## src/rtl/spbd_pkg.sv

```systemverilog
// Shared types, constants and arithmetic helpers for the stereo peak bin decimator.
package spbd_pkg;

    localparam int unsigned SAMPLE_W = 16;
    localparam int unsigned PEAK_W   = 15;
    localparam int unsigned COUNT_W  = 24;
    localparam int unsigned BIN_W    = 6;
    localparam int unsigned LEVEL_W  = 8;

    localparam logic [PEAK_W-1:0]  FULL_SCALE = 15'h7FFF;
    localparam logic [COUNT_W-1:0] COUNT_MAX  = 24'hFFFFFF;
    localparam logic [SAMPLE_W-1:0] MOST_NEG  = 16'h8000;

    typedef struct packed {
        logic [BIN_W-1:0]  bin;
        logic [PEAK_W-1:0] peak;
        logic              tail;
    } t_cmd;

    typedef struct packed {
        logic empty;
        logic full;
    } t_queue_status;

    // Absolute value of a sample, with the most negative code taken as full scale.
    function automatic logic [PEAK_W-1:0] magnitude(input logic [SAMPLE_W-1:0] s);
        logic [SAMPLE_W-1:0] neg;
        neg = (~s) + 16'd1;
        if (s == MOST_NEG) begin
            return FULL_SCALE;
        end else if (s[SAMPLE_W-1]) begin
            return neg[PEAK_W-1:0];
        end else begin
            return s[PEAK_W-1:0];
        end
    endfunction

    // floor(peak * 255 / 32767), using the divisor's form 2^15 - 1.
    function automatic logic [LEVEL_W-1:0] scale_level(input logic [PEAK_W-1:0] peak);
        logic [22:0] x;
        logic [22:0] y;
        x = {peak, 8'd0} - {8'd0, peak};
        y = x + {15'd0, x[22:15]} + 23'd1;
        return y[22:15];
    endfunction

endpackage

```

## src/rtl/spbd_front.sv

```systemverilog
// Front end: accepts frames, tracks the bin peak and count, and issues emit commands.
module spbd_front #(
    parameter int unsigned BINS = 64
) (
    input  logic                          i_clk,
    input  logic                          i_rst_n,
    input  logic                          i_cfg_valid,
    input  logic [spbd_pkg::COUNT_W-1:0]  i_cfg_data,
    input  logic                          i_frame_valid,
    input  logic [spbd_pkg::SAMPLE_W-1:0] i_left,
    input  logic [spbd_pkg::SAMPLE_W-1:0] i_right,
    input  logic                          i_eos,
    input  spbd_pkg::t_queue_status       i_q_status,
    output logic                          o_frame_ready,
    output logic                          o_push,
    output spbd_pkg::t_cmd                o_cmd
);

    localparam logic [spbd_pkg::BIN_W-1:0] LAST_BIN = spbd_pkg::BIN_W'(BINS - 1);

    logic [spbd_pkg::COUNT_W-1:0] r_fpb;
    logic [spbd_pkg::PEAK_W-1:0]  r_peak, n_peak;
    logic [spbd_pkg::COUNT_W-1:0] r_count, n_count;
    logic [spbd_pkg::BIN_W-1:0]   r_bin, n_bin;

    logic [spbd_pkg::PEAK_W-1:0]  mag_l, mag_r, val, peak_upd;
    logic [spbd_pkg::COUNT_W-1:0] count_upd, fpb_eff;
    logic                         accept, close;

    assign o_frame_ready = !i_q_status.full;
    assign accept        = i_frame_valid && o_frame_ready;

    always_comb begin
        mag_l     = spbd_pkg::magnitude(i_left);
        mag_r     = spbd_pkg::magnitude(i_right);
        val       = (mag_l > mag_r) ? mag_l : mag_r;
        peak_upd  = (val > r_peak) ? val : r_peak;
        count_upd = (r_count == spbd_pkg::COUNT_MAX) ? r_count : r_count + 24'd1;
        fpb_eff   = (r_fpb == '0) ? 24'd1 : r_fpb;
        close     = (r_bin != LAST_BIN) && (count_upd >= fpb_eff);
    end

    always_comb begin
        o_push     = accept && (close || i_eos);
        o_cmd.bin  = r_bin;
        o_cmd.peak = peak_upd;
        o_cmd.tail = i_eos;
    end

    always_comb begin
        n_peak  = r_peak;
        n_count = r_count;
        n_bin   = r_bin;
        if (accept) begin
            if (i_eos) begin
                n_peak  = '0;
                n_count = '0;
                n_bin   = '0;
            end else if (close) begin
                n_peak  = '0;
                n_count = '0;
                n_bin   = r_bin + 6'd1;
            end else begin
                n_peak  = peak_upd;
                n_count = count_upd;
            end
        end
    end

    always_ff @(posedge i_clk) begin
        if (!i_rst_n) begin
            r_fpb   <= 24'd1;
            r_peak  <= '0;
            r_count <= '0;
            r_bin   <= '0;
        end else begin
            if (i_cfg_valid) begin
                r_fpb <= i_cfg_data;
            end
            r_peak  <= n_peak;
            r_count <= n_count;
            r_bin   <= n_bin;
        end
    end

endmodule

```

## src/rtl/spbd_queue.sv

```systemverilog
// Short command queue between the front end and the emitter.
module spbd_queue #(
    parameter int unsigned DEPTH = 4
) (
    input  logic                    i_clk,
    input  logic                    i_rst_n,
    input  logic                    i_push,
    input  spbd_pkg::t_cmd          i_cmd,
    input  logic                    i_pop,
    output spbd_pkg::t_cmd          o_head,
    output spbd_pkg::t_queue_status o_status
);

    localparam int unsigned PTR_W = $clog2(DEPTH);
    localparam int unsigned CNT_W = $clog2(DEPTH + 1);
    localparam logic [PTR_W-1:0] PTR_LAST = PTR_W'(DEPTH - 1);
    localparam logic [CNT_W-1:0] CNT_FULL = CNT_W'(DEPTH);

    spbd_pkg::t_cmd   r_mem [DEPTH];
    logic [PTR_W-1:0] r_wr_ptr, r_rd_ptr;
    logic [CNT_W-1:0] r_count;

    always_comb begin
        o_head         = r_mem[r_rd_ptr];
        o_status.empty = (r_count == '0);
        o_status.full  = (r_count == CNT_FULL);
    end

    always_ff @(posedge i_clk) begin
        if (i_push) begin
            r_mem[r_wr_ptr] <= i_cmd;
        end
    end

    always_ff @(posedge i_clk) begin
        if (!i_rst_n) begin
            r_wr_ptr <= '0;
            r_rd_ptr <= '0;
            r_count  <= '0;
        end else begin
            if (i_push) begin
                r_wr_ptr <= (r_wr_ptr == PTR_LAST) ? '0 : r_wr_ptr + PTR_W'(1);
            end
            if (i_pop) begin
                r_rd_ptr <= (r_rd_ptr == PTR_LAST) ? '0 : r_rd_ptr + PTR_W'(1);
            end
            if (i_push && !i_pop) begin
                r_count <= r_count + CNT_W'(1);
            end else if (i_pop && !i_push) begin
                r_count <= r_count - CNT_W'(1);
            end
        end
    end

endmodule

```

## src/rtl/spbd_back.sv

```systemverilog
// Back end: expands commands into bin reports and drives the output register.
module spbd_back #(
    parameter int unsigned BINS = 64
) (
    input  logic                         i_clk,
    input  logic                         i_rst_n,
    input  spbd_pkg::t_cmd               i_head,
    input  spbd_pkg::t_queue_status      i_q_status,
    output logic                         o_pop,
    output logic                         o_valid,
    input  logic                         i_ready,
    output logic [spbd_pkg::BIN_W-1:0]   o_bin,
    output logic [spbd_pkg::LEVEL_W-1:0] o_level,
    output logic                         o_last
);

    localparam logic [spbd_pkg::BIN_W-1:0] LAST_BIN = spbd_pkg::BIN_W'(BINS - 1);

    logic                         r_active;
    logic [spbd_pkg::BIN_W-1:0]   r_bin;
    logic [spbd_pkg::LEVEL_W-1:0] r_level;
    logic                         r_tail;

    logic                         r_out_valid;
    logic [spbd_pkg::BIN_W-1:0]   r_out_bin;
    logic [spbd_pkg::LEVEL_W-1:0] r_out_level;

    logic                         load_ok, emit;
    logic [spbd_pkg::BIN_W-1:0]   src_bin;
    logic [spbd_pkg::LEVEL_W-1:0] src_level;
    logic                         src_tail, more;

    always_comb begin
        load_ok   = !r_out_valid || i_ready;
        src_bin   = r_active ? r_bin : i_head.bin;
        src_level = r_active ? r_level : spbd_pkg::scale_level(i_head.peak);
        src_tail  = r_active ? r_tail : i_head.tail;
        emit      = load_ok && (r_active || !i_q_status.empty);
        more      = src_tail && (src_bin != LAST_BIN);
        o_pop     = emit && !r_active;
    end

    assign o_valid = r_out_valid;
    assign o_bin   = r_out_bin;
    assign o_level = r_out_level;
    assign o_last  = (r_out_bin == LAST_BIN);

    always_ff @(posedge i_clk) begin
        if (emit) begin
            r_out_bin   <= src_bin;
            r_out_level <= src_level;
            r_bin       <= src_bin + 6'd1;
            r_level     <= '0;
            r_tail      <= src_tail;
        end
    end

    always_ff @(posedge i_clk) begin
        if (!i_rst_n) begin
            r_active    <= 1'b0;
            r_out_valid <= 1'b0;
        end else begin
            if (emit) begin
                r_active    <= more;
                r_out_valid <= 1'b1;
            end else if (i_ready) begin
                r_out_valid <= 1'b0;
            end
        end
    end

endmodule

```

## src/rtl/stereo_peak_bin_decimator_unit.sv

```systemverilog
// Top level of the stereo peak bin decimator: front end, command queue and emitter.
//
// The slave stream takes one stereo frame per beat: tdata carries the left
// sample in bits 15:0 and the right sample in bits 31:16, and tlast marks the
// final frame of a track. The master stream reports one overview bin per beat:
// tdata carries the bin number in bits 5:0 and the level in bits 13:6, and
// tlast is high on the last bin. The configuration channel writes the number
// of frames per bin; it is always ready and should only be written when idle.
// A frame is accepted every cycle while the command queue has room. A frame
// that closes a bin or ends a track is written into the command queue, and its
// first report reaches the master side from there through the output register.
// A track end produces one beat per cycle while the receiver takes them, for the
// current bin and every remaining bin, up to BINS beats, all from the emitter
// loop; frames keep flowing into the queue meanwhile until it fills.
// When the receiver stalls, the output register holds its beat, the emitter
// and queue stop, and the slave side stalls once the queue is full.
// Reset clears the bin state and the queue and sets frames per bin to 1.
module stereo_peak_bin_decimator_unit #(
    parameter int unsigned BINS        = 64,
    parameter int unsigned QUEUE_DEPTH = 4
) (
    input  logic        i_clk,
    input  logic        i_rst_n,
    input  logic        i_cfg_valid,
    output logic        o_cfg_ready,
    input  logic [23:0] i_cfg_data,    // frames_per_bin
    input  logic        i_s_tvalid,
    output logic        o_s_tready,
    input  logic [31:0] i_s_tdata,     // left_sample, right_sample
    input  logic        i_s_tlast,
    output logic        o_m_tvalid,
    input  logic        i_m_tready,
    output logic [15:0] o_m_tdata,     // bin_number, level, zero padding
    output logic        o_m_tlast
);

    spbd_pkg::t_cmd          push_cmd, head_cmd;
    spbd_pkg::t_queue_status q_status;
    logic                    push, pop;
    logic [spbd_pkg::BIN_W-1:0]   out_bin;
    logic [spbd_pkg::LEVEL_W-1:0] out_level;

    assign o_cfg_ready = 1'b1;

    spbd_front #(.BINS(BINS)) u_front (
        .i_clk         (i_clk),
        .i_rst_n       (i_rst_n),
        .i_cfg_valid   (i_cfg_valid),
        .i_cfg_data    (i_cfg_data),
        .i_frame_valid (i_s_tvalid),
        .i_left        (i_s_tdata[15:0]),
        .i_right       (i_s_tdata[31:16]),
        .i_eos         (i_s_tlast),
        .i_q_status    (q_status),
        .o_frame_ready (o_s_tready),
        .o_push        (push),
        .o_cmd         (push_cmd)
    );

    spbd_queue #(.DEPTH(QUEUE_DEPTH)) u_queue (
        .i_clk    (i_clk),
        .i_rst_n  (i_rst_n),
        .i_push   (push),
        .i_cmd    (push_cmd),
        .i_pop    (pop),
        .o_head   (head_cmd),
        .o_status (q_status)
    );

    spbd_back #(.BINS(BINS)) u_back (
        .i_clk      (i_clk),
        .i_rst_n    (i_rst_n),
        .i_head     (head_cmd),
        .i_q_status (q_status),
        .o_pop      (pop),
        .o_valid    (o_m_tvalid),
        .i_ready    (i_m_tready),
        .o_bin      (out_bin),
        .o_level    (out_level),
        .o_last     (o_m_tlast)
    );

    assign o_m_tdata = {2'b00, out_level, out_bin};

endmodule

```

## config.mk

```make
export PLATFORM = sky130hd
export DESIGN_NAME = stereo_peak_bin_decimator_unit
export DESIGN_NICKNAME = d
export VERILOG_FILES = /design/src/rtl/spbd_pkg.sv /design/src/rtl/spbd_front.sv /design/src/rtl/spbd_queue.sv /design/src/rtl/spbd_back.sv /design/src/rtl/stereo_peak_bin_decimator_unit.sv
export SDC_FILE = /design/constraint.sdc
export NUM_CORES = 1
export LEC_CHECK = 0
export ABC_AREA = 1
export BUFFER_PORTS_ARGS = -buffer_cell sky130_fd_sc_hd__buf_4
export CAP_MARGIN = 20
export CORE_ASPECT_RATIO = 0.7
export CORE_MARGIN = 2
export CORE_UTILIZATION = 55
export DETAILED_ROUTE_END_ITERATION = 7
export PLACE_DENSITY = 0.76
export SLEW_MARGIN = 5
export SYNTH_ARGS = -nofsm -noshare
export SYNTH_HDL_FRONTEND = slang
export SYNTH_SLANG_ARGS = --single-unit
```

## constraint.sdc

```tcl
create_clock -name i_clk -period 4.8 [get_ports i_clk]
set_input_delay 0.72 -clock i_clk [delete_from_list [all_inputs] [get_ports i_clk]]
set_output_delay 0.72 -clock i_clk [all_outputs]
set_load 0.02 [all_outputs]
```

==> reports/qor.yml, run 1 <==
die_area_sq_um: 23400
grt_pass1_vias: 10100
synthCells: 1610
whs_ns: 0.473
hold_violations: 0
stdcell_area_sq_um: 14900
cp.depth: 37
clk_pin_slew_ns: 0.08
clock-sinks: 189
drt_pre_antenna_iters: 5
tns_ns: 0
antenna_left: 0
antenna_found_initial: 0
synth.avg_cell_area_sq_um: 7.58
worst-path-buf-inv: 10
num_vias: 11300
timing.final.ws_setup_ns: 0.0272
fin_cells: 2072
rsz0062_at_grt: "yes"
final_common_cell: "nand2_1"
cts_root_buffer: "clkbuf_16"
clockBufferDepth: 2
routed_via_density: 5.44
hp-class: "flop to flop"
layout-drive-gt1-share_pct: 22.7
dp_cells: 2023
dpl_cell_area_sq_um: 13700
cp_top_family: "simple AND/OR/NAND/NOR gates"
gp_congestion: 0.948
cp_slowest_cell: "ha_1"
io_buffer_count: 78
hpwl_mm: 22.5
drc: 0
ys_ff_latch: 189
ys_types: 59
cts_buffers: 17
cp.arrival_ns: 5.06
critPathKind: "input port to flop"
htreeDepth: 4
yosys.area.top_type_share_pct: 26.8
fin_crit_sh_pct: 99.4
core_sq_um: 21700
floorplan.initialDensity_pct: 56.1
synth_area_sq_um: 12200
status: "finished clean"
io_pins: 82
p_total_mw: 8.51
insertion_delay_ns: 0.44
synth_area_leader_cell: "edfxtp_1"
end_kind: "flop"
synthTopCellsByArea: "edfxtp_1, dfxtp_1, nand2_1, ha_1, inv_1"
wirelength_mm: 31.8
drtIter0Drc: 872
grt_max_degree: 48
slew_violations: 0
synth_edf_count: 109
die_w_microns: 182
hold_buffers: 0
grt_pass1_wl_mm: 49.5
dieHeight_microns: 129
period_minus_slack_ns: 4.77
grt_overflow_total: 0
grt_usage_pct: 26.2
worstRegToRegCells: 22
tightest_slew_ns: 0.706
syn2layout_area_growth_pct: 22.5
synthArstFlopShare_pct: 0
ys_seq_area_share_pct: 40.0
num_antenna_cells: 0
utilization_pct: 68.7
worstPathRequired_ns: 5.09
p_leak_nw: 6.57
critPathLaunchType: "input port"
power.density_nw_per_um2: 570
whs_path_depth: 2
ir_worst_vdd_uv: 366
wl_per_cell_microns: 15.4
setup_viol: 0
final_cell_mix: "nand2_1, buf_4, inv_1, a21oi_1, nand3_1"
synth_ff_type: "edfxtp_1"
path_common_cell: "nand2_1"
relSlewSlack_pct: 52.9
post-place-ws_ns: -0.404
finalClockSkew_ns: 0.0113
path_max_fanout: 7
max_stage_delay_ns: 0.29
ys_warn_count: 0
rows: 45
cts_tree: "yes"
fmax_mhz: 210
maxCapViolations: 0
final_nets: 1920
sequential cells by signal, indices dropped and copies added, names as in the netlist, named ones only:
name / cells
u_queue.r_mem: 88
u_back.o_valid: 1
u_back.r_bin: 6
u_back.r_active: 1
u_queue.r_rd_ptr: 2
u_queue.r_count: 3
u_back.o_bin: 6
u_queue.r_wr_ptr: 2
u_front.r_fpb: 24
u_back.r_tail: 1
u_front.r_peak: 15
u_front.r_count: 24
u_front.r_bin: 6
u_back.o_level: 8
where the power goes:
group	switching (mW)	internal, mW
logic	3.26	1.65
registers	0.0988	2.10
clock network	0.656	0.748
cells by family (layout without fill, tap and decap cells):
logic type               after synthesis  count (layout)  synth area share, %
buffers and inverters                262             441                 8.54
adder cells (fa/ha/maj)               81              81                 8.37
AO/OA/AOI/OAI                        244             244                 10.7
AND/OR/NAND/NOR                      794             794                 29.5
multiplexers                           1               1               0.0821
flip-flops                           189             189                 40.0
other                                  2               3               0.0616
XOR/XNOR                              37              37                 2.81
Yosys cell counts, types with 6 or more instances:
master      n
nor2_4      8
a21oi_1   125
nor2_1    110
dfxtp_1    80
inv_2      12
nand2_2    16
clkbuf_1   28
nor4_1      9
a31oi_1     6
nand2_1   425
nand3_1   120
xor2_1     30
nand3b_1   11
nor2_2      9
nor3_1     29
inv_1     200
nand4_1    29
buf_4       6
ha_1       80
xnor2_1     6
buf_2       9
o21ai_0    82
edfxtp_1  109
timing repair:
| item | CTS | global route |
|---|---|---|
| setup endpoints to repair | 0 | 81 |
| setup buffers | 0 | 14 |
| hold endpoints to repair | 0 | 0 |
| resized for setup | 0 | 134 |
worst paths after layout:
| kind | start | endpoint | slack [ns] |
|---|---|---|---|
| worst max-delay path | i_s_tdata[17] | u_front.r_peak[11] | 0.03 |
| worst min-delay path | u_front.r_peak[13] | u_front.r_peak[13] | 0.47 |
| worst max register to register | flop | u_back.o_level[6] | 0.28 |
| worst min register to register | u_front.r_peak[13] | u_front.r_peak[13] | 0.47 |
area by class of cell:
type	instances	area [sq um]
clock buffers	18	439
inverters	214	830
repair buffers	194	1540
fillers	1766	6800
clock inverters	14	151
repair inverters	1	5.00
flip-flops and latches	189	4880
multi-input cells	1160	6740
well taps	282	353
routing by layer:
| layer | GRT usage, % | up-vias | part of all wire (%) |
|---|---|---|---|
| li1 | - | 5666 | - |
| met5 | 0 | - | 0 |
| met2 | 42.5 | 389 | 46 |
| met1 | 37.5 | 5181 | 46 |
| met4 | 5.17 | 0 | 1.2 |
| met3 | 4.33 | 36 | 6.8 |
worst register-to-register path, stage by stage (launching register included):
cell and delay [ns]:
dfxtp_1 0.38, buf_4 0.29, o21ai_0 0.15, o22a_2 0.31, ha_1 0.40, a21oi_1 0.24
o21ai_0 0.18, nand2_1 0.11, nand2_1 0.06, nor2_2 0.20, nand4_1 0.19, xor2_2 0.24
ha_1 0.36, a21oi_1 0.16, inv_1 0.09, a21oi_1 0.11, o21ai_0 0.13, nand3b_1 0.22
nand2_2 0.14, nor2_4 0.05, nand3_1 0.06, nand2_1 0.05, nor2_1 0.24
(Power assumes the default switching activity.)
==> inputs of run 2 (changes only) <==
--- a/config.mk
+++ b/config.mk
@@ -16,4 +16,5 @@
 export SLEW_MARGIN = 5
 export SYNTH_ARGS = -nofsm -noshare
 export SYNTH_HDL_FRONTEND = slang
+export SYNTH_HIERARCHICAL = 1
 export SYNTH_SLANG_ARGS = --single-unit
==> run 2 against run 1 <==
Synthesized area up 5.8%. Clock power rose by 3%. Critical endpoint is now u_back/o_level[4]. Fmax increased by 6.9%. Routed wire length fell by 3.4%. Sequential power barely moved. Final cell count rose by 5.0%.
==> reports/qor.yml, run 2 <==
clk_pin_slew_ns: 0.07  # about the same
wl_per_cell_microns: 14.1  # -8.0%
grt_pass1_wl_mm: 51.8  # +4.6%
use_met3_pct: 3.06  # -1.3 points
clockBufferDepth: 2  # unchanged
dp_cells: 2142  # +5.9%
wirelength_mm: 30.8  # -3.4%
synth.area.mux_share_pct: 0.155  # +0.073 points
fin_cells: 2175  # +5.0%
drt_pre_antenna_iters: 6  # +1
core_sq_um: 22800  # +5.1%
relSlewSlack_pct: 36.0  # -17 points
ys_warn_count: 6  # +6
dieHeight_microns: 132  # +2.8%
final_nets: 1993  # +3.8%
postCtsSetupBuffers: 0  # unchanged
synth.avg_cell_area_sq_um: 7.34  # -3.2%
htreeDepth: 4  # unchanged
grt_overflow_total: 0  # unchanged
floorplan.initialDensity_pct: 56.5  # +0.34 points
cts_root_buffer: "clkbuf_16"
utilization_pct: 63.7  # -5.0 points
hpwl_mm: 23.0  # +2.2%
ys_ff_latch: 189  # unchanged
synth-xor-area-share_pct: 2.78  # -0.027 points
critPathLaunchType: "flop"
synth_area_sq_um: 12900  # +5.8%
io_buffer_count: 78  # unchanged
io_pins: 82  # unchanged
reg_top3: "u_queue/r_mem: 88 flops, u_front/r_count: 24 flops, u_front/r_fpb: 24 flops"
synth_most_common_cell: "nand2_1"
setup_viol: 0  # unchanged
grtUsageMet1_pct: 36.0  # -1.5 points
insertion_delay_ns: 0.44  # about the same
timing.final.ws_setup_ns: 0.336  # +0.309 ns
synth_commonest_cells: "nand2_1, inv_1, nor2_1, nand3_1, edfxtp_1"
gp_congestion: 0.998  # +5.3%
p_total_mw: 9.26  # +8.8%
drtIter0Drc: 931  # +6.8%
routed_via_density: 5.34  # -1.9%
status: "finished clean"
antenna_found_initial: 0  # unchanged
power.density_nw_per_um2: 636  # +12%
layout-drive-gt1-share_pct: 14.4  # -8.4 points
synthTopCellsByArea: "edfxtp_1, nand2_1, dfxtp_1, ha_1, inv_1"
num_antenna_cells: 0  # unchanged
hp-class: "flop to flop"
cts_buffers: 17  # unchanged
synth-simple-area-share_pct: 32.4  # +2.9 points
synth_area_leader_cell: "edfxtp_1"
yosys.area.top_type_share_pct: 25.4  # -1.5 points
end_kind: "flop"
grt.met2_usage_pct: 40.9  # -1.6 points
critPathKind: "flop to flop"
rows: 46  # +2.2%
worstPathRequired_ns: 4.99  # -0.10 ns
rsz0062_at_grt: "no"
hold_buffers: 0  # unchanged
nFillCells: 2005  # +14%
maxCapViolations: 0  # unchanged
period_minus_slack_ns: 4.46  # -0.309 ns
synth_ff_type: "edfxtp_1"
clock-sinks: 189  # unchanged
synth_edf_count: 109  # unchanged
hold_violations: 0  # unchanged
die_area_sq_um: 24700  # +5.6%
ys_types: 49  # -17%
top_register: "u_queue/r_mem"
p_leak_nw: 6.77  # +2.9%
finalClockSkew_ns: 0.0135  # +0.00216 ns
cts_tree: "yes"
ys_seq_area_share_pct: 37.8  # -2.2 points
grt_busiest_layer: "met2"
grt_max_degree: 48  # unchanged
drc: 0  # unchanged
num_vias: 11600  # +3.0%
synth_compound_gate_area_share_pct: 9.43  # -1.3 points
die_w_microns: 187  # +2.8%
syn2layout_area_growth_pct: 12.9
fmax_mhz: 224  # +6.9%
post-place-ws_ns: -0.0917  # +0.312 ns
path_max_fanout: 45  # +38
largest_reg_flops: 88  # unchanged
synthArstFlopShare_pct: 0  # unchanged
yosys.area_share.adder_pct: 7.91  # -0.46 points
fin_crit_sh_pct: 93.0  # -6.4 points
tightest_slew_ns: 0.960  # +0.254 ns
grt_pass1_vias: 10800  # +7.1%
cp.arrival_ns: 4.65  # -0.41 ns
antenna_left: 0  # unchanged
synth_top_family_by_area: "simple AND/OR/NAND/NOR gates"
grt_usage_pct: 25.4  # -0.82 points
synthCells: 1759  # +9.3%
ir_worst_vdd_uv: 523  # +43%
final_common_cell: "nand2_1"
slew_violations: 0  # unchanged
final_cell_mix: "nand2_1, inv_1, nor2_1, buf_4, nand3_1"
-- run 2: layout make-up --
type | instances | area [sq um] | share of cell area, %
timing repair buffer | 120 | 958 | 6.58
tap | 312 | 390 | 2.68
inverter | 238 | 901 | 6.19
multi-input combinational | 1284 | 6830 | 46.9
sequential | 189 | 4870 | 33.5
clock buffer | 19 | 475 | 3.26
clock inverter | 13 | 135 | 0.928
-- run 2: cells by family (layout without fill, tap and decap cells) --
family	count (synthesis)	count (layout)
other	2	3
DFF	189	189
buffers and inverters	287	390
adders and majority gates	81	81
AOI/OAI and AO/OA	230	230
muxes	2	2
and+or+nand+nor	927	927
xor gates and xnor gates	41	41
-- run 2: where the power goes --
group,internal [mW],switching (mW)
Sequential,2.13,0.0992
Combinational,1.92,3.68
Clock,0.758,0.682
-- run 2: layer usage --
metal	up-vias	share of wire, %
met5	-	0
met4	0	1.4
met3	39	6.1
met2	377	44
met1	5287	48
li1	5908	-
-- run 2: what timing repair did --
| item | 4_1_cts | 5_1_grt |
|---|---|---|
| endpoints found under the setup margin | 0 | 70 |
| resized for setup | 0 | 8 |
| endpoints found under the hold margin | 0 | 0 |
-- run 2: worst max-delay path, cell delays in order (launching register included) --
cell and delay, ns:
dfxtp_1 0.33, buf_12 0.18, inv_8 0.23, nor2_1 0.08, o22ai_1 0.32, inv_1 0.13, ha_1 0.32, nand2_1 0.07
inv_1 0.07, nand2_1 0.09, inv_1 0.06, a21oi_1 0.23, nand2_1 0.15, nand2_1 0.10, nand4_1 0.10, xor2_1 0.32
inv_1 0.08, ha_1 0.36, inv_1 0.09, nor4_1 0.41, nand3_2 0.15, nand2_2 0.12, nand3_1 0.08, nand2_1 0.07
nor2_1 0.04
-- run 2: path summary, 6_finish.rpt --
path | startpoint | endpoint | slack [ns] | cells after the start
worst max-delay path | flop | u_back/o_level[4] | 0.34 | 24
worst min register to register | u_front/r_fpb[0] | u_front/r_fpb[0] | 0.47 | 2
worst max register to register | flop | u_back/o_level[4] | 0.34 | 24
worst min-delay path | u_front/r_fpb[0] | u_front/r_fpb[0] | 0.47 | 2
-- run 2: through the flow --
step	setup TNS, ns	hold WS, ns	instance area (sq um)
after floorplan	0	0.431	12900
after global placement	0	0.451	13900
after detailed placement	-3.87	0.461	13900
after CTS	0	0.473	14500
after global routing	0	0.501	14600
final	0	0.474	14600
